==> config.mk <==
export PLATFORM = sky130hd
export DESIGN_NAME = sync_length_checksum_deframer_top
export DESIGN_NICKNAME = d
export VERILOG_FILES = /design/src/rtl/sldf_pkg.sv /design/src/rtl/sldf_front.sv /design/src/rtl/sldf_queue.sv /design/src/rtl/sldf_back.sv /design/src/rtl/sync_length_checksum_deframer_top.sv
export SDC_FILE = /design/constraint.sdc
export NUM_CORES = 1
export LEC_CHECK = 0
export BUFFER_PORTS_ARGS = -buffer_cell sky130_fd_sc_hd__buf_4
export CORE_ASPECT_RATIO = 0.6
export CORE_MARGIN = 1
export CORE_UTILIZATION = 63
export DETAILED_ROUTE_END_ITERATION = 7
export HOLD_SLACK_MARGIN = 0.03
export PLACE_DENSITY = 0.8
export SLEW_MARGIN = 25
export SYNTH_ARGS = -nofsm -noshare
export SYNTH_HDL_FRONTEND = slang
export SYNTH_SLANG_ARGS = --single-unit
==> constraint.sdc <==
create_clock -name clock -period 36.8 [get_ports clock]
set_clock_uncertainty 0.2 [all_clocks]
set_input_delay 11.04 -clock clock [delete_from_list [all_inputs] [get_ports clock]]
set_output_delay 11.04 -clock clock [all_outputs]
set_load 0.02 [all_outputs]
==> src/rtl/sldf_pkg.sv <==
// Shared types and constants for the sync, length and checksum deframer.
`default_nettype none

package sldf_pkg;

   // Number of head bytes, up to and including the length byte.
   localparam int HEAD_BYTES = 7;

   // Width of the configuration register index.
   localparam int CSR_IDX_W = 2;

   // Configuration register indexes.
   localparam logic [CSR_IDX_W-1:0] CSR_SYNC_FIRST  = 2'd0;
   localparam logic [CSR_IDX_W-1:0] CSR_SYNC_SECOND = 2'd1;
   localparam logic [CSR_IDX_W-1:0] CSR_MIN_LENGTH  = 2'd2;

   // Configuration reset values.
   localparam logic [7:0] SYNC_FIRST_RESET  = 8'hFF;
   localparam logic [7:0] SYNC_SECOND_RESET = 8'hAA;
   localparam logic [7:0] MIN_LENGTH_RESET  = 8'd9;

   // Frame status codes carried on the final byte.
   localparam logic [1:0] ST_MID  = 2'd0;
   localparam logic [1:0] ST_GOOD = 2'd1;
   localparam logic [1:0] ST_BAD  = 2'd2;

   // Scan phase of the front end.
   typedef enum logic [1:0] {
      PH_HUNT = 2'd0,
      PH_HEAD = 2'd1,
      PH_BODY = 2'd2
   } phase_type;

   // Live configuration.
   typedef struct packed {
      logic [7:0] sync_first;
      logic [7:0] sync_second;
      logic [7:0] min_length;
   } cfg_type;

   // One queued command: a whole head to release, or a single frame byte.
   typedef struct packed {
      logic                         is_head;
      logic [HEAD_BYTES-1:0][7:0]   head;
      logic [7:0]                   data;
      logic                         last;
      logic [1:0]                   status;
   } cmd_type;

   // Push side of the command queue.
   typedef struct packed {
      logic    valid;
      cmd_type cmd;
   } push_type;

endpackage

`default_nettype wire

==> src/rtl/sldf_front.sv <==
// Front end: sync hunt, head capture, length check, checksum and command issue.
`default_nettype none

module sldf_front (
   input  wire                   clock,
   input  wire                   reset,
   input  sldf_pkg::cfg_type     cfg,
   input  wire                   in_accept,
   input  wire  [7:0]            in_data,
   output sldf_pkg::push_type    push
);
   import sldf_pkg::*;

   phase_type                   phase_ff, phase_in;
   logic                        prev_ff, prev_in;
   logic [7:0]                  pos_ff, pos_in;
   logic [7:0]                  len_ff, len_in;
   logic [7:0]                  sum_ff, sum_in;
   logic [7:0]                  exp_ff, exp_in;
   logic [HEAD_BYTES-1:0][7:0]  win_ff, win_in;

   // Rescan result of head bytes two to six after a short length.
   phase_type                   rs_phase;
   logic                        rs_prev;
   logic [2:0]                  rs_pos;
   logic [HEAD_BYTES-1:0][7:0]  rs_win;

   logic [7:0]                  min_eff;
   logic [8:0]                  pos9;
   logic [8:0]                  len9;
   logic [7:0]                  body_sum;
   logic [7:0]                  body_exp;
   logic [7:0]                  head_sum;

   // A minimum below one byte past the head acts as one byte past the head.
   assign min_eff = (cfg.min_length < 8'(HEAD_BYTES + 1)) ? 8'(HEAD_BYTES + 1)
                                                          : cfg.min_length;

   assign pos9 = {1'b0, pos_ff};
   assign len9 = {1'b0, len_ff};

   // Sum of head bytes two and up that precede the checksum byte.
   assign head_sum = 8'(win_ff[2] + win_ff[3] + win_ff[4] + win_ff[5])
                   + ((in_data >= 8'(HEAD_BYTES + 2)) ? in_data : 8'd0);

   // Body bytes update the sum and capture the checksum byte.
   assign body_sum = (pos9 + 9'd3 <= len9) ? 8'(sum_ff + in_data) : sum_ff;
   assign body_exp = (pos9 + 9'd2 == len9) ? in_data : exp_ff;

   // Hunt again over the held bytes two to five and the length byte, in order.
   always_comb begin : rescan
      phase_type                  ph_v;
      logic                       prev_v;
      logic [2:0]                 pos_v;
      logic [HEAD_BYTES-1:0][7:0] w_v;
      logic [7:0]                 t;
      ph_v   = PH_HUNT;
      prev_v = 1'b0;
      pos_v  = 3'd0;
      w_v    = win_ff;
      t      = 8'd0;
      for (int j = 0; j < HEAD_BYTES - 2; j++) begin
         t = (j == HEAD_BYTES - 3) ? in_data : win_ff[3'(j + 2)];
         if (ph_v == PH_HEAD) begin
            if (pos_v < 3'(HEAD_BYTES - 1)) begin
               w_v[pos_v] = t;
               pos_v      = pos_v + 3'd1;
            end
         end else if (prev_v && t == cfg.sync_second) begin
            w_v[0] = cfg.sync_first;
            w_v[1] = t;
            pos_v  = 3'd2;
            ph_v   = PH_HEAD;
            prev_v = 1'b0;
         end else begin
            prev_v = (t == cfg.sync_first);
         end
      end
      rs_phase = ph_v;
      rs_prev  = prev_v;
      rs_pos   = pos_v;
      rs_win   = w_v;
   end

   // Next state and command issue for an accepted item.
   always_comb begin
      phase_in = phase_ff;
      prev_in  = prev_ff;
      pos_in   = pos_ff;
      len_in   = len_ff;
      sum_in   = sum_ff;
      exp_in   = exp_ff;
      win_in   = win_ff;
      push     = '0;
      if (in_accept) begin
         case (phase_ff)
            PH_HEAD: begin
               if (pos_ff < 8'(HEAD_BYTES - 1)) begin
                  win_in[pos_ff[2:0]] = in_data;
                  pos_in              = pos_ff + 8'd1;
               end else if (in_data < min_eff) begin
                  phase_in = rs_phase;
                  prev_in  = rs_prev;
                  pos_in   = {5'd0, rs_pos};
                  win_in   = rs_win;
               end else begin
                  win_in[HEAD_BYTES-1] = in_data;
                  len_in               = in_data;
                  sum_in               = head_sum;
                  exp_in               = (in_data == 8'(HEAD_BYTES + 1)) ? in_data : 8'd0;
                  pos_in               = 8'(HEAD_BYTES);
                  phase_in             = PH_BODY;
                  prev_in              = 1'b0;
                  push.valid           = 1'b1;
                  push.cmd.is_head     = 1'b1;
                  push.cmd.head        = win_ff;
                  push.cmd.head[HEAD_BYTES-1] = in_data;
               end
            end
            PH_BODY: begin
               sum_in          = body_sum;
               exp_in          = body_exp;
               push.valid      = 1'b1;
               push.cmd.data   = in_data;
               if (pos9 + 9'd1 >= len9) begin
                  push.cmd.last   = 1'b1;
                  push.cmd.status = (body_sum == body_exp) ? ST_GOOD : ST_BAD;
                  phase_in        = PH_HUNT;
                  prev_in         = 1'b0;
                  pos_in          = 8'd0;
               end else begin
                  push.cmd.status = ST_MID;
                  pos_in          = pos_ff + 8'd1;
               end
            end
            default: begin
               phase_in = PH_HUNT;
               if (prev_ff && in_data == cfg.sync_second) begin
                  win_in[0] = cfg.sync_first;
                  win_in[1] = in_data;
                  pos_in    = 8'd2;
                  phase_in  = PH_HEAD;
                  prev_in   = 1'b0;
               end else begin
                  prev_in = (in_data == cfg.sync_first);
               end
            end
         endcase
      end
   end

   // Control state is reset; the head window is payload.
   always_ff @(posedge clock) begin
      if (reset) begin
         phase_ff <= PH_HUNT;
         prev_ff  <= 1'b0;
         pos_ff   <= 8'd0;
         len_ff   <= 8'd0;
         sum_ff   <= 8'd0;
         exp_ff   <= 8'd0;
      end else begin
         phase_ff <= phase_in;
         prev_ff  <= prev_in;
         pos_ff   <= pos_in;
         len_ff   <= len_in;
         sum_ff   <= sum_in;
         exp_ff   <= exp_in;
      end
   end

   always_ff @(posedge clock) begin
      win_ff <= win_in;
   end

endmodule

`default_nettype wire

==> src/rtl/sldf_queue.sv <==
// Command queue between the front end and the output sequencer.
`default_nettype none

module sldf_queue #(
   parameter int DEPTH = 8
) (
   input  wire                   clock,
   input  wire                   reset,
   input  sldf_pkg::push_type    push,
   output logic                  full,
   output logic                  pop_ready,
   output sldf_pkg::cmd_type     pop_cmd,
   input  wire                   pop
);
   import sldf_pkg::*;

   localparam int PTR_W = $clog2(DEPTH);
   localparam int CNT_W = $clog2(DEPTH + 1);

   cmd_type              mem_ff [DEPTH];
   logic [PTR_W-1:0]     wr_ptr_ff, wr_ptr_in;
   logic [PTR_W-1:0]     rd_ptr_ff, rd_ptr_in;
   logic [CNT_W-1:0]     count_ff, count_in;
   logic                 do_push;
   logic                 do_pop;

   assign full      = (count_ff == CNT_W'(DEPTH));
   assign pop_ready = (count_ff != '0);
   assign pop_cmd   = mem_ff[rd_ptr_ff];
   assign do_push   = push.valid && !full;
   assign do_pop    = pop && pop_ready;

   // Pointer and occupancy update.
   always_comb begin
      wr_ptr_in = wr_ptr_ff;
      rd_ptr_in = rd_ptr_ff;
      count_in  = count_ff;
      if (do_push) begin
         wr_ptr_in = (wr_ptr_ff == PTR_W'(DEPTH - 1)) ? '0 : wr_ptr_ff + 1'b1;
      end
      if (do_pop) begin
         rd_ptr_in = (rd_ptr_ff == PTR_W'(DEPTH - 1)) ? '0 : rd_ptr_ff + 1'b1;
      end
      case ({do_push, do_pop})
         2'b10:   count_in = count_ff + 1'b1;
         2'b01:   count_in = count_ff - 1'b1;
         default: count_in = count_ff;
      endcase
   end

   always_ff @(posedge clock) begin
      if (reset) begin
         wr_ptr_ff <= '0;
         rd_ptr_ff <= '0;
         count_ff  <= '0;
      end else begin
         wr_ptr_ff <= wr_ptr_in;
         rd_ptr_ff <= rd_ptr_in;
         count_ff  <= count_in;
      end
   end

   // Entry storage.
   always_ff @(posedge clock) begin
      if (do_push) begin
         mem_ff[wr_ptr_ff] <= push.cmd;
      end
   end

endmodule

`default_nettype wire

==> src/rtl/sldf_back.sv <==
// Output sequencer: expands queued commands into result items.
`default_nettype none

module sldf_back (
   input  wire                   clock,
   input  wire                   reset,
   input  wire                   cmd_ready,
   input  sldf_pkg::cmd_type     cmd,
   output logic                  pop,
   output logic                  rsp_tvalid,
   input  wire                   rsp_tready,
   output logic [7:0]            rsp_tdata,   // out_byte
   output logic                  rsp_tlast,   // frame_last
   output logic [2:0]            rsp_tuser    // [0] frame_first, [2:1] frame_status
);
   import sldf_pkg::*;

   logic                        cur_valid_ff, cur_valid_in;
   logic [HEAD_BYTES-1:0][7:0]  cur_head_ff, cur_head_in;
   logic [2:0]                  idx_ff, idx_in;
   logic                        out_valid_ff, out_valid_in;
   logic [7:0]                  out_data_ff, out_data_in;
   logic                        out_first_ff, out_first_in;
   logic                        out_last_ff, out_last_in;
   logic [1:0]                  out_status_ff, out_status_in;
   logic                        load;

   // The output register takes a new item when empty or being drained.
   assign load = !out_valid_ff || rsp_tready;

   always_comb begin
      cur_valid_in  = cur_valid_ff;
      cur_head_in   = cur_head_ff;
      idx_in        = idx_ff;
      out_valid_in  = out_valid_ff;
      out_data_in   = out_data_ff;
      out_first_in  = out_first_ff;
      out_last_in   = out_last_ff;
      out_status_in = out_status_ff;
      pop           = 1'b0;
      if (load) begin
         out_valid_in = 1'b0;
         if (cur_valid_ff) begin
            // Continue a head release, one byte per item.
            out_valid_in  = 1'b1;
            out_data_in   = cur_head_ff[idx_ff];
            out_first_in  = 1'b0;
            out_last_in   = 1'b0;
            out_status_in = ST_MID;
            idx_in        = idx_ff + 3'd1;
            if (idx_ff == 3'(HEAD_BYTES - 1)) begin
               cur_valid_in = 1'b0;
            end
         end else if (cmd_ready) begin
            pop          = 1'b1;
            out_valid_in = 1'b1;
            if (cmd.is_head) begin
               out_data_in   = cmd.head[0];
               out_first_in  = 1'b1;
               out_last_in   = 1'b0;
               out_status_in = ST_MID;
               cur_head_in   = cmd.head;
               cur_valid_in  = 1'b1;
               idx_in        = 3'd1;
            end else begin
               out_data_in   = cmd.data;
               out_first_in  = 1'b0;
               out_last_in   = cmd.last;
               out_status_in = cmd.status;
            end
         end
      end
   end

   always_ff @(posedge clock) begin
      if (reset) begin
         cur_valid_ff <= 1'b0;
         out_valid_ff <= 1'b0;
         idx_ff       <= 3'd0;
      end else begin
         cur_valid_ff <= cur_valid_in;
         out_valid_ff <= out_valid_in;
         idx_ff       <= idx_in;
      end
   end

   always_ff @(posedge clock) begin
      cur_head_ff   <= cur_head_in;
      out_data_ff   <= out_data_in;
      out_first_ff  <= out_first_in;
      out_last_ff   <= out_last_in;
      out_status_ff <= out_status_in;
   end

   assign rsp_tvalid = out_valid_ff;
   assign rsp_tdata  = out_data_ff;
   assign rsp_tlast  = out_last_ff;
   assign rsp_tuser  = {out_status_ff, out_first_ff};

endmodule

`default_nettype wire

==> src/rtl/sync_length_checksum_deframer_top.sv <==
// Top level of the sync, length and checksum deframer.
//
// The req channel takes one link byte per item on req_tdata. The block hunts
// for the two-byte sync pattern, holds the seven-byte head until the length
// byte (head byte six) is checked, then releases the head as seven items and
// passes later frame bytes straight through on the rsp channel. The final
// byte of a frame carries tlast and a checksum verdict in tuser.
// The csr channel writes sync_first (0), sync_second (1) and min_length (2);
// it is always ready. The user must write it only while the block is idle;
// the block itself does not enforce this. Throughput: one byte per cycle in
// and out while the command queue is not full and rsp_tready is high. Body
// bytes and heads pass through the command queue and then the output register
// before they appear on rsp. The output sequencer releases a head as seven
// items while the command queue (QUEUE_DEPTH commands) absorbs body bytes.
// req_tready drops only when the command queue is full, for instance while
// rsp_tready is held low. Results are never dropped or repeated.
// Reset clears all control state and restores the register defaults
// (0xFF, 0xAA, 9); the first item is accepted in the cycle after reset.
`default_nettype none

module sync_length_checksum_deframer_top #(
   parameter int QUEUE_DEPTH = 8
) (
   input  wire                              clock,
   input  wire                              reset,
   input  wire                              req_tvalid,
   output logic                             req_tready,
   input  wire  [7:0]                       req_tdata,   // in_byte
   output logic                             rsp_tvalid,
   input  wire                              rsp_tready,
   output logic [7:0]                       rsp_tdata,   // out_byte
   output logic                             rsp_tlast,   // frame_last
   output logic [2:0]                       rsp_tuser,   // [0] frame_first, [2:1] frame_status
   input  wire                              csr_valid,
   output logic                             csr_ready,
   input  wire  [sldf_pkg::CSR_IDX_W-1:0]   csr_index,
   input  wire  [7:0]                       csr_data
);
   import sldf_pkg::*;

   cfg_type   cfg_ff, cfg_in;
   push_type  push;
   cmd_type   pop_cmd;
   logic      q_full;
   logic      q_ready;
   logic      pop;
   logic      in_accept;

   assign csr_ready  = 1'b1;
   assign req_tready = !q_full;
   assign in_accept  = req_tvalid && req_tready;

   // Configuration register writes.
   always_comb begin
      cfg_in = cfg_ff;
      if (csr_valid) begin
         case (csr_index)
            CSR_SYNC_FIRST:  cfg_in.sync_first  = csr_data;
            CSR_SYNC_SECOND: cfg_in.sync_second = csr_data;
            CSR_MIN_LENGTH:  cfg_in.min_length  = csr_data;
            default:         cfg_in = cfg_ff;
         endcase
      end
   end

   always_ff @(posedge clock) begin
      if (reset) begin
         cfg_ff.sync_first  <= SYNC_FIRST_RESET;
         cfg_ff.sync_second <= SYNC_SECOND_RESET;
         cfg_ff.min_length  <= MIN_LENGTH_RESET;
      end else begin
         cfg_ff <= cfg_in;
      end
   end

   sldf_front u_front (
      .clock     (clock),
      .reset     (reset),
      .cfg       (cfg_ff),
      .in_accept (in_accept),
      .in_data   (req_tdata),
      .push      (push)
   );

   sldf_queue #(
      .DEPTH (QUEUE_DEPTH)
   ) u_queue (
      .clock     (clock),
      .reset     (reset),
      .push      (push),
      .full      (q_full),
      .pop_ready (q_ready),
      .pop_cmd   (pop_cmd),
      .pop       (pop)
   );

   sldf_back u_back (
      .clock      (clock),
      .reset      (reset),
      .cmd_ready  (q_ready),
      .cmd        (pop_cmd),
      .pop        (pop),
      .rsp_tvalid (rsp_tvalid),
      .rsp_tready (rsp_tready),
      .rsp_tdata  (rsp_tdata),
      .rsp_tlast  (rsp_tlast),
      .rsp_tuser  (rsp_tuser)
   );

endmodule

`default_nettype wire

==> results by group, run 1 <==
Layout
  • Share of layout cells above drive strength 1: 19.9%
  • Commonest non-fill, non-tap cell in the layout: edfxtp_1
  • Nets: 2042
  • Final Instance Area: 34800 sq um
  • Layout fillers: 3059
  • Commonest cells after routing, fill and taps aside: edfxtp_1 (660), mux4_2 (144), inv_1 (87)
  • Area Growth Syn to Fin: 9.51%

Die
  • Die Width: about 290 um
  • DIE HEIGHT: 176 um
  • Die area: 51400 sq um
  • Cell Rows: 63
  • # IOs: 38
  • Core area: 49600 sq um
  • Starting Density: 64.1%

Global route
  • Initial antenna violation count: 0
  • Global-route wire length before repair: 111 mm
  • Number of global-route vias before repair: about 18000
  • Grt ovf: 0
  • Total GRT Usage: 29.5%
  • Largest net degree at the start of global routing: 77

Logic synthesis
  • Netlist Area Pre-Place: 31800 sq um
  • Post-Syn Area per Cell: approximately 17 sq um
  • Unique masters post-synth: 65
  • Asr flop ratio synth: 0%
  • Synth Instances: 1919
  • Dominant cells by area after synthesis: edfxtp_1 (62%), mux4_2 (10%), dfxtp_1 (4.8%)
  • Yosys warning count: 0
  • Synth Register Bits: 737
  • Sequential fraction of the synthesis area: roughly two thirds
  • Post-synth top area share: just over 60%
  • Ys flop type: edfxtp_1
  • Synth area leader: edfxtp_1
  • Post-synth EDFFs: 660
  • Syn Nets: 2017

Timing
  • Max Slew Vio Count: 0
  • Fin worst setup slack: 21.65 ns
  • Fin Setup TNS: 0 ns
  • Final Cycle Share: 41.2%
  • RSZ-0062 raised after global routing: false
  • # setup viols final: 0
  • Max-Slew Margin vs Limit: between 20% and 30%
  • Slew @ Worst Pin: 1.12 ns
  • Fin. Hold Viols: 0
  • Fmax: 66.0 MHz
  • Final Critical Period: ~15 ns

CTS
  • H-tree lvl count: 2
  • Clock Sink Count: approximately 740
  • CTS tree: done
  • Clock tree root buffer cell: clkbuf_16
  • Post-CTS setup buffer count: 0
  • Hold buffer count at cts: 0
  • Total CTS buffers: 60
  • CTS clk-pin slew, worst paths: ~0.070 ns
  • Cts repair resizes: 0
  • Clk Latency, worst-skew pair: about 0.62 ns
  • Clock Path Buffers: 3

Detailed routing
  • Total number of vias: 17600
  • Wire per inst: 28.1 um
  • Routed Antenna Nets: 0
  • Met1 Wirelength: 30.3 mm
  • TritonRoute pass-1 iters: 5
  • # DRC: 0
  • Routed wire length: 74.2 mm
  • Iteration-0 DRC Markers: 2427
  • Highest metal used: met5
  • Met2 wire length: 33.1 mm
  • Met3 WL post-DR: 9.04 mm
  • Drt via density: 6.67

Placement
  • Pre-CTS setup slack: ~21 ns
  • Dpl hpwl: 45.4 mm
  • GPL Wtd Cong: 0.949
  • Post-DP Area: 32800 sq um
  • PortBufs: 36

Power and ir drop
  • Total power: approximately 1600 uW
  • Leakage: approximately 0.010 uW
  • Power Density: ~46 nW/um^2
  • VDD IR-drop max: ~0.038 mV

Critical path
  • CP max FO: 17
  • Critical register-to-register path endpoint: u_queue.mem_ff[4][1]$_DFFE_PP_
  • Reg2Reg Setup Slack: roughly 32 ns
  • Critical Path Start Type: input port
  • Reg2reg start: u_front.pos_ff[1]$_SDFFE_PP0P_
  • Depth of the most critical reg-to-reg path: 13
  • Worst Path Arrival: between 15 and 20 ns
  • Req. time, crit path: 37.07 ns
  • CP Capture Type: flip-flop
  • Setup CP Type: in2reg
  • Crit path launch: req_tdata[0]

Flow run
  • Max-cap violation count: 0

Outcome
  • Status: finished clean

Min path
  • Hold WC Path Type: reg2reg
  • Hold endpoint: u_front.sum_ff[3]$_SDFFE_PP0P_
  • WHS Path Cells: 2
  • Hold wc startpoint: u_front.sum_ff[3]$_SDFFE_PP0P_
cells in the mapped netlist (18+ instances only):
cell / count
a22o_1: 18
inv_1: 87
nor3_1: 20
mux2i_1: 56
dfxtp_1: 77
ha_1: 54
mux2_2: 57
nor4_1: 30
a21oi_1: 41
clkbuf_1: 76
o211ai_1: 21
xor2_1: 24
fa_1: 21
edfxtp_1: 660
buf_2: 20
nand2_1: 84
and2_1: 63
xnor2_1: 65
nor2_1: 83
mux4_2: 144
critical path, cell delays in order:
cell and delay [ns]:
buf_4 0.19, or3_1 0.41, nand2_1 0.08, nand2_1 0.14
and2_1 0.24, fa_1 0.41, inv_1 0.09, fa_1 0.46
fa_1 0.56, inv_1 0.05, ha_1 0.23, fa_1 0.40
a21oi_1 0.16, o21bai_1 0.10, a21o_1 0.19, a21oi_1 0.18
xnor2_1 0.10, nand2_1 0.08, o31ai_1 0.08, a22oi_1 0.16
nor2_1 0.05
how the worst max path moves through the flow:
stage / slack, ns / depth (start not counted) / end
6_report: 21.65 / 21 / u_front.sum_ff[7]$_SDFFE_PP0P_
3_3_place_gp: 21.18 / 20 / u_front.sum_ff[7]$_SDFFE_PP0P_
2_1_floorplan: 16.70 / 9 / u_queue.mem_ff[4][0]$_DFFE_PP_
4_1_cts: 21.70 / 21 / u_front.sum_ff[7]$_SDFFE_PP0P_
5_1_grt: 21.39 / 21 / u_front.sum_ff[7]$_SDFFE_PP0P_
3_5_place_dp: 21.06 / 21 / u_front.sum_ff[7]$_SDFFE_PP0P_
area by class of cell:
cell class                 instances  area [sq um]  share of cell area, %
antenna                            1          2.50                0.00719
tap                              650           813                   2.34
clock inverter                    33           395                   1.14
clock buffer                      77          1580                   4.53
timing repair buffer              73           548                   1.57
inverter                          88           330                  0.949
sequential                       737         21400                   61.4
multi-input combinational        984          9770                   28.1
stage by stage:
step	hold slack [ns]	util [%]	cells
2_1_floorplan	0.237	-	1919
3_3_place_gp	0.266	66.1	2532
3_5_place_dp	0.274	66.1	2532
4_1_cts	0.285	70.1	2642
5_1_grt	0.300	70.2	2642
6_report	0.288	70.2	2643
where the power goes:
group	switching, uW	leakage, uW	total [uW]	internal, uW
clock network	292	0.000955	651	360
logic	19.2	0.00388	32.2	13.0
registers	2.19	0.00566	900	898
per-layer routing:
layer	vias up	global-route usage, %
met5	-	1.50
li1	7435	-
met1	9029	43.0
met2	1050	44.4
met3	112	8.81
met4	2	6.69
flip-flops by register name, indices dropped and copies added (netlist names), named ones only:
register	flops
cfg_ff	24
u_back.idx_ff	3
u_back.cur_head_ff	56
u_front.prev_ff	1
u_back.rsp_tlast	1
u_queue.wr_ptr_ff	3
u_queue.count_ff	4
u_front.exp_ff	8
u_back.out_first_ff	1
u_back.cur_valid_ff	1
u_queue.mem_ff	544
u_front.len_ff	8
u_back.rsp_tdata	8
u_front.sum_ff	8
u_front.phase_ff	2
u_back.out_status_ff	2
u_queue.rd_ptr_ff	3
u_front.win_ff	48
u_back.rsp_tvalid	1
u_front.pos_ff	8
logic make-up after synthesis:
| group | count (synthesis) | synth area share (%) |
|---|---|---|
| AOI/OAI and AO/OA | 183 | 4.24 |
| and+or+nand+nor | 379 | 6.16 |
| DFF | 737 | 67.2 |
| muxes | 257 | 14.0 |
| buffers and inverters | 198 | 2.51 |
| adders and majority gates | 75 | 3.45 |
| other | 1 | 0.0118 |
| xor gates and xnor gates | 89 | 2.45 |
No activity file was read; power rests on OpenSTA's default activity.
==> run 2: changes to the inputs <==
Clock period 36.8 ns to 15.14 ns, I/O delays scaled along.
==> results by group, run 2 (synthesized netlist as in run 1, its figures left out) <==
CTS
  • Total CTS buffers: 61
  • CTS tree: done
  • Cts repair resizes: 0
  • Clk Latency, worst-skew pair: 0.64 ns
  • Clock tree root buffer cell: clkbuf_16
  • H-tree lvl count: 2
  • Clock Path Buffers: 3
  • CTS clk-pin slew, worst paths: 0.07 ns
  • Hold buffer count at cts: 0
  • Post-CTS setup buffer count: 0
  • Clock Sink Count: 737

Power and ir drop
  • Power Density: between 100 and 150 nW/um^2
  • Leakage: 0.0101 uW
  • VDD IR-drop max: roughly 0.11 mV

Die
  • Die area: 51400 sq um
  • Core area: 49600 sq um
  • Die Width: 292 um
  • Cell Rows: 63
  • DIE HEIGHT: 176 um
  • # IOs: 38
  • Starting Density: 64.1%

Timing
  • Fin Setup TNS: 0 ns
  • Fin worst setup slack: between 6 and 7 ns
  • Max Slew Vio Count: 0
  • Final Cycle Share: 57.3%
  • Final Critical Period: around 8.7 ns
  • Fmax: 115 MHz
  • Fin. Hold Viols: 0
  • # setup viols final: 0
  • RSZ-0062 raised after global routing: false
  • Max-Slew Margin vs Limit: 31.1%
  • Slew @ Worst Pin: 1.03 ns

Global route
  • Number of global-route vias before repair: 17500
  • Initial antenna violation count: 0
  • Total GRT Usage: 29.8%
  • Grt ovf: 0
  • Largest net degree at the start of global routing: 77
  • Global-route wire length before repair: 111 mm

Layout
  • Commonest cells after routing, fill and taps aside: edfxtp_1 (660), mux4_2 (144), inv_1 (87)
  • Area Growth Syn to Fin: 10.1%
  • Max FFs per register: ~540
  • Commonest non-fill, non-tap cell in the layout: edfxtp_1
  • Top reg by flops: u_queue.mem_ff
  • Top flop regs: u_queue.mem_ff: 544 flops, u_back.cur_head_ff: 56 flops, u_front.win_ff: 48 flops
  • Share of layout cells above drive strength 1: 20.5%
  • Nets: roughly 2000

Detailed routing
  • Routed Antenna Nets: 0
  • # DRC: 0
  • Total number of vias: between 15000 and 20000
  • TritonRoute pass-1 iters: 6
  • Drt via density: ~6.7
  • Wire per inst: 28.4 um
  • Iteration-0 DRC Markers: 2560
  • Routed wire length: 75.1 mm

Critical path
  • Worst Path Arrival: 8.98 ns
  • Reg2reg start: u_front.pos_ff[1]$_SDFFE_PP0P_
  • Critical Path Start Type: input port
  • CP Capture Type: flip-flop
  • CP max FO: 15
  • Setup CP Type: in2reg
  • Crit path launch: req_tdata[4]
  • Req. time, crit path: roughly 15 ns

Min path
  • Hold WC Path Type: reg2reg
  • Hold wc startpoint: u_queue.rd_ptr_ff[1]$_SDFFE_PP0P_

Outcome
  • Status: finished clean

Placement
  • PortBufs: 36
  • Dpl hpwl: 45.9 mm
  • Pre-CTS setup slack: just under 6 ns
  • GPL Wtd Cong: 0.949

Flow run
  • Max-cap violation count: 0
run 2: path summary, 6_finish.rpt:
path | cells past startpoint | endpoint | slack (ns)
min reg2reg | 2 | flip-flop | 0.28
max reg2reg | 14 | u_queue.mem_ff[0][1]$_DFFE_PP_ | 10.34
max | 20 | u_front.sum_ff[7]$_SDFFE_PP0P_ | 6.46
min | 2 | flip-flop | 0.28
run 2: through the flow:
step	utilization (%)	total power (uW)	hold slack [ns]	area, sq um	instances
3_5_place_dp	66.1	2310	0.277	32800	2532
5_1_grt	70.6	4050	0.312	35000	2645
4_1_cts	70.5	3970	0.289	34900	2645
2_1_floorplan	-	2290	0.237	31800	1919
6_report	70.6	3960	0.284	35000	2646
3_3_place_gp	66.1	2300	0.266	32700	2532
run 2: cell type report:
cell class,count,area [sq um]
Antenna cell,1,2.50
Clock inverter,38,552
Inverter,88,330
Timing Repair Buffer,73,548
Tap cell,650,813
Multi-Input combinational cell,984,9780
Sequential cell,737,21400
Clock buffer,75,1600
Fill cell,3033,14600
run 2: per-layer routing:
metal / global-route usage [%] / up-vias / wire length, um
met4: 7.85 / 2 / 1870
met1: 43.2 / 9026 / 30300
met3: 8.35 / 139 / 8930
met2: 45.1 / 1052 / 34000
met5: 0 / - / 94
li1: - / 7455 / -
run 2: worst max-delay path, cell delays in order:
cell and delay, ns:
buf_4 0.19, nor4_1 0.41, nand2_1 0.25, and2_1 0.25, fa_1 0.41, inv_1 0.09
fa_1 0.47, fa_1 0.56, inv_1 0.05, ha_1 0.23, fa_1 0.42, a21oi_1 0.17
o21bai_1 0.11, a21o_1 0.20, a21oi_1 0.17, xnor2_1 0.09, nand2_1 0.07, o31ai_1 0.08
a22oi_1 0.16, nor2_1 0.05
run 2: power breakdown:
group	internal, uW	leakage [uW]	switching (uW)
Combinational	31.6	0.00345	47.0
Clock	961	0.00105	736
Sequential	2180	0.00560	5.21
Total	3170	0.0101	788
==> run 3: changes to the inputs <==
Clock period 15.14 ns to 8.2 ns, I/O delays scaled along.
==> results by group, run 3 (synthesized netlist as in run 1, its figures left out) <==
Die
  • Die Width: 292 um
  • # IOs: 38
  • Die area: just over 50000 sq um
  • DIE HEIGHT: roughly 180 um
  • Starting Density: 64.1%
  • Cell Rows: 63
  • Core area: 49600 sq um

Detailed routing
  • Wire per inst: 28.9 um
  • Routed wire length: 76.5 mm
  • # DRC: 0
  • TritonRoute pass-1 iters: 6
  • Drt via density: 6.78
  • Iteration-0 DRC Markers: 2470
  • Routed Antenna Nets: 0
  • Total number of vias: 18000

Layout
  • Final Instance Area: 35300 sq um
  • Share of layout cells above drive strength 1: 21.0%
  • Nets: 2045
  • Commonest non-fill, non-tap cell in the layout: edfxtp_1
  • Top reg by flops: u_queue.mem_ff
  • Max FFs per register: 544
  • Top flop regs: u_queue.mem_ff: 544 flops, u_back.cur_head_ff: 56 flops, u_front.win_ff: 48 flops
  • Area Growth Syn to Fin: 11.1%
  • Commonest cells after routing, fill and taps aside: edfxtp_1 (660), mux4_2 (144), inv_1 (87)

Global route
  • Largest net degree at the start of global routing: 94
  • Initial antenna violation count: 2
  • Global-route wire length before repair: roughly 110 mm
  • Grt ovf: 0
  • Total GRT Usage: about 30%
  • Number of global-route vias before repair: 17800

Min path
  • Hold WC Path Type: reg2reg
  • WHS Path Cells: 2

Timing
  • Min Hold Slack: 0.280 ns
  • Fin. Hold Viols: 0
  • Final Cycle Share: between 80% and 90%
  • Fmax: ~150 MHz
  • Max-Slew Margin vs Limit: a little over a quarter
  • RSZ-0062 raised after global routing: false
  • Slew @ Worst Pin: ~1.1 ns
  • Final Critical Period: 6.60 ns
  • # setup viols final: 0
  • Max Slew Vio Count: 0

CTS
  • Hold buffer count at cts: 0
  • CTS clk-pin slew, worst paths: around 0.07 ns
  • Clock tree root buffer cell: clkbuf_16
  • Clk Latency, worst-skew pair: between 0.6 and 0.7 ns
  • Clock Path Buffers: 3
  • CTS tree: done
  • Clock Sink Count: 737
  • Post-CTS setup buffer count: 0
  • H-tree lvl count: 3
  • Total CTS buffers: 67
  • Cts repair resizes: 0

Placement
  • GPL Wtd Cong: 0.995
  • Post-DP Area: 32900 sq um
  • PortBufs: 36
  • Dpl hpwl: 44.6 mm

Power and ir drop
  • Power Density: 213 nW/um^2
  • VDD IR-drop max: 0.208 mV
  • Leakage: around 0.010 uW

Critical path
  • Setup CP Type: in2reg
  • CP max FO: 18
  • Req. time, crit path: 8.45 ns
  • CP Capture Type: flip-flop
  • Critical Path Start Type: input port
  • Worst Path Arrival: 6.85 ns
  • Depth of the most critical reg-to-reg path: 14

Flow run
  • Max-cap violation count: 0

Outcome
  • Status: finished clean
-- run 3: cell types whose count changed in the layout (fill, tap and decap cells not counted), sizes merged --
cell	change
buf	-4
clkinv	-2
clkinvlp	+5
inv	+2
-- run 3: metrics by stage --
step | instances | total power (uW) | setup WS [ns] | utilization, % | TNS (ns)
after floorplan | 1919 | 4220 | -1.24 | - | -336.29
after global placement | 2526 | 4260 | 1.14 | 66.2 | 0
after detailed placement | 2527 | 4260 | 1.05 | 66.3 | 0
after CTS | 2645 | 7530 | 1.67 | 71.0 | 0
after global routing | 2646 | 7680 | 1.32 | 71.2 | 0
final | 2647 | 7510 | 1.60 | 71.2 | 0
-- run 3: power breakdown --
group | internal (uW) | switching (uW) | leakage [uW]
Clock | 1920 | 1400 | 0.00113
Combinational | 59.4 | 89.1 | 0.00347
Sequential | 4030 | 9.89 | 0.00562
-- run 3: area by class of cell --
type	count	area (sq um)
antenna	1	2.50
clock buffer	75	1730
clock inverter	43	597
fill	2933	14300
inverter	88	330
multi-input combinational	984	9820
sequential	737	21400
tap	650	813
timing repair buffer	69	651
-- run 3: critical path, cell delays in order --
cell	delay (ns)
buf_4	0.21
or3_1	0.39
nand2_1	0.07
nand2_1	0.14
and2_1	0.24
fa_1	0.42
inv_1	0.08
fa_1	0.45
fa_1	0.55
inv_1	0.04
ha_1	0.23
fa_1	0.41
a21oi_1	0.19
o21bai_1	0.11
a21o_1	0.19
a21oi_1	0.17
xnor2_1	0.09
nand2_1	0.08
o31ai_1	0.08
a22oi_1	0.18
nor2_1	0.06
-- run 3: path summary, 6_finish.rpt --
check                                 startpoint                        endpoint  slack [ns]
setup / recovery                    req_tdata[1]  u_front.sum_ff[7]$_SDFFE_PP0P_        1.60
hold reg to reg   u_front.sum_ff[2]$_SDFFE_PP0P_  u_front.sum_ff[2]$_SDFFE_PP0P_        0.28
hold / removal    u_front.sum_ff[2]$_SDFFE_PP0P_  u_front.sum_ff[2]$_SDFFE_PP0P_        0.28
setup reg to reg  u_front.pos_ff[1]$_SDFFE_PP0P_  u_queue.mem_ff[2][1]$_DFFE_PP_        3.54
-- run 3: routing by layer --
layer	up-vias	wire length (um)	GRT usage, %
met4	0	1710	7.96
met2	1168	34500	45.8
met3	154	9230	7.63
met5	-	0	0.750
li1	7449	-	-
met1	9184	31100	44.9
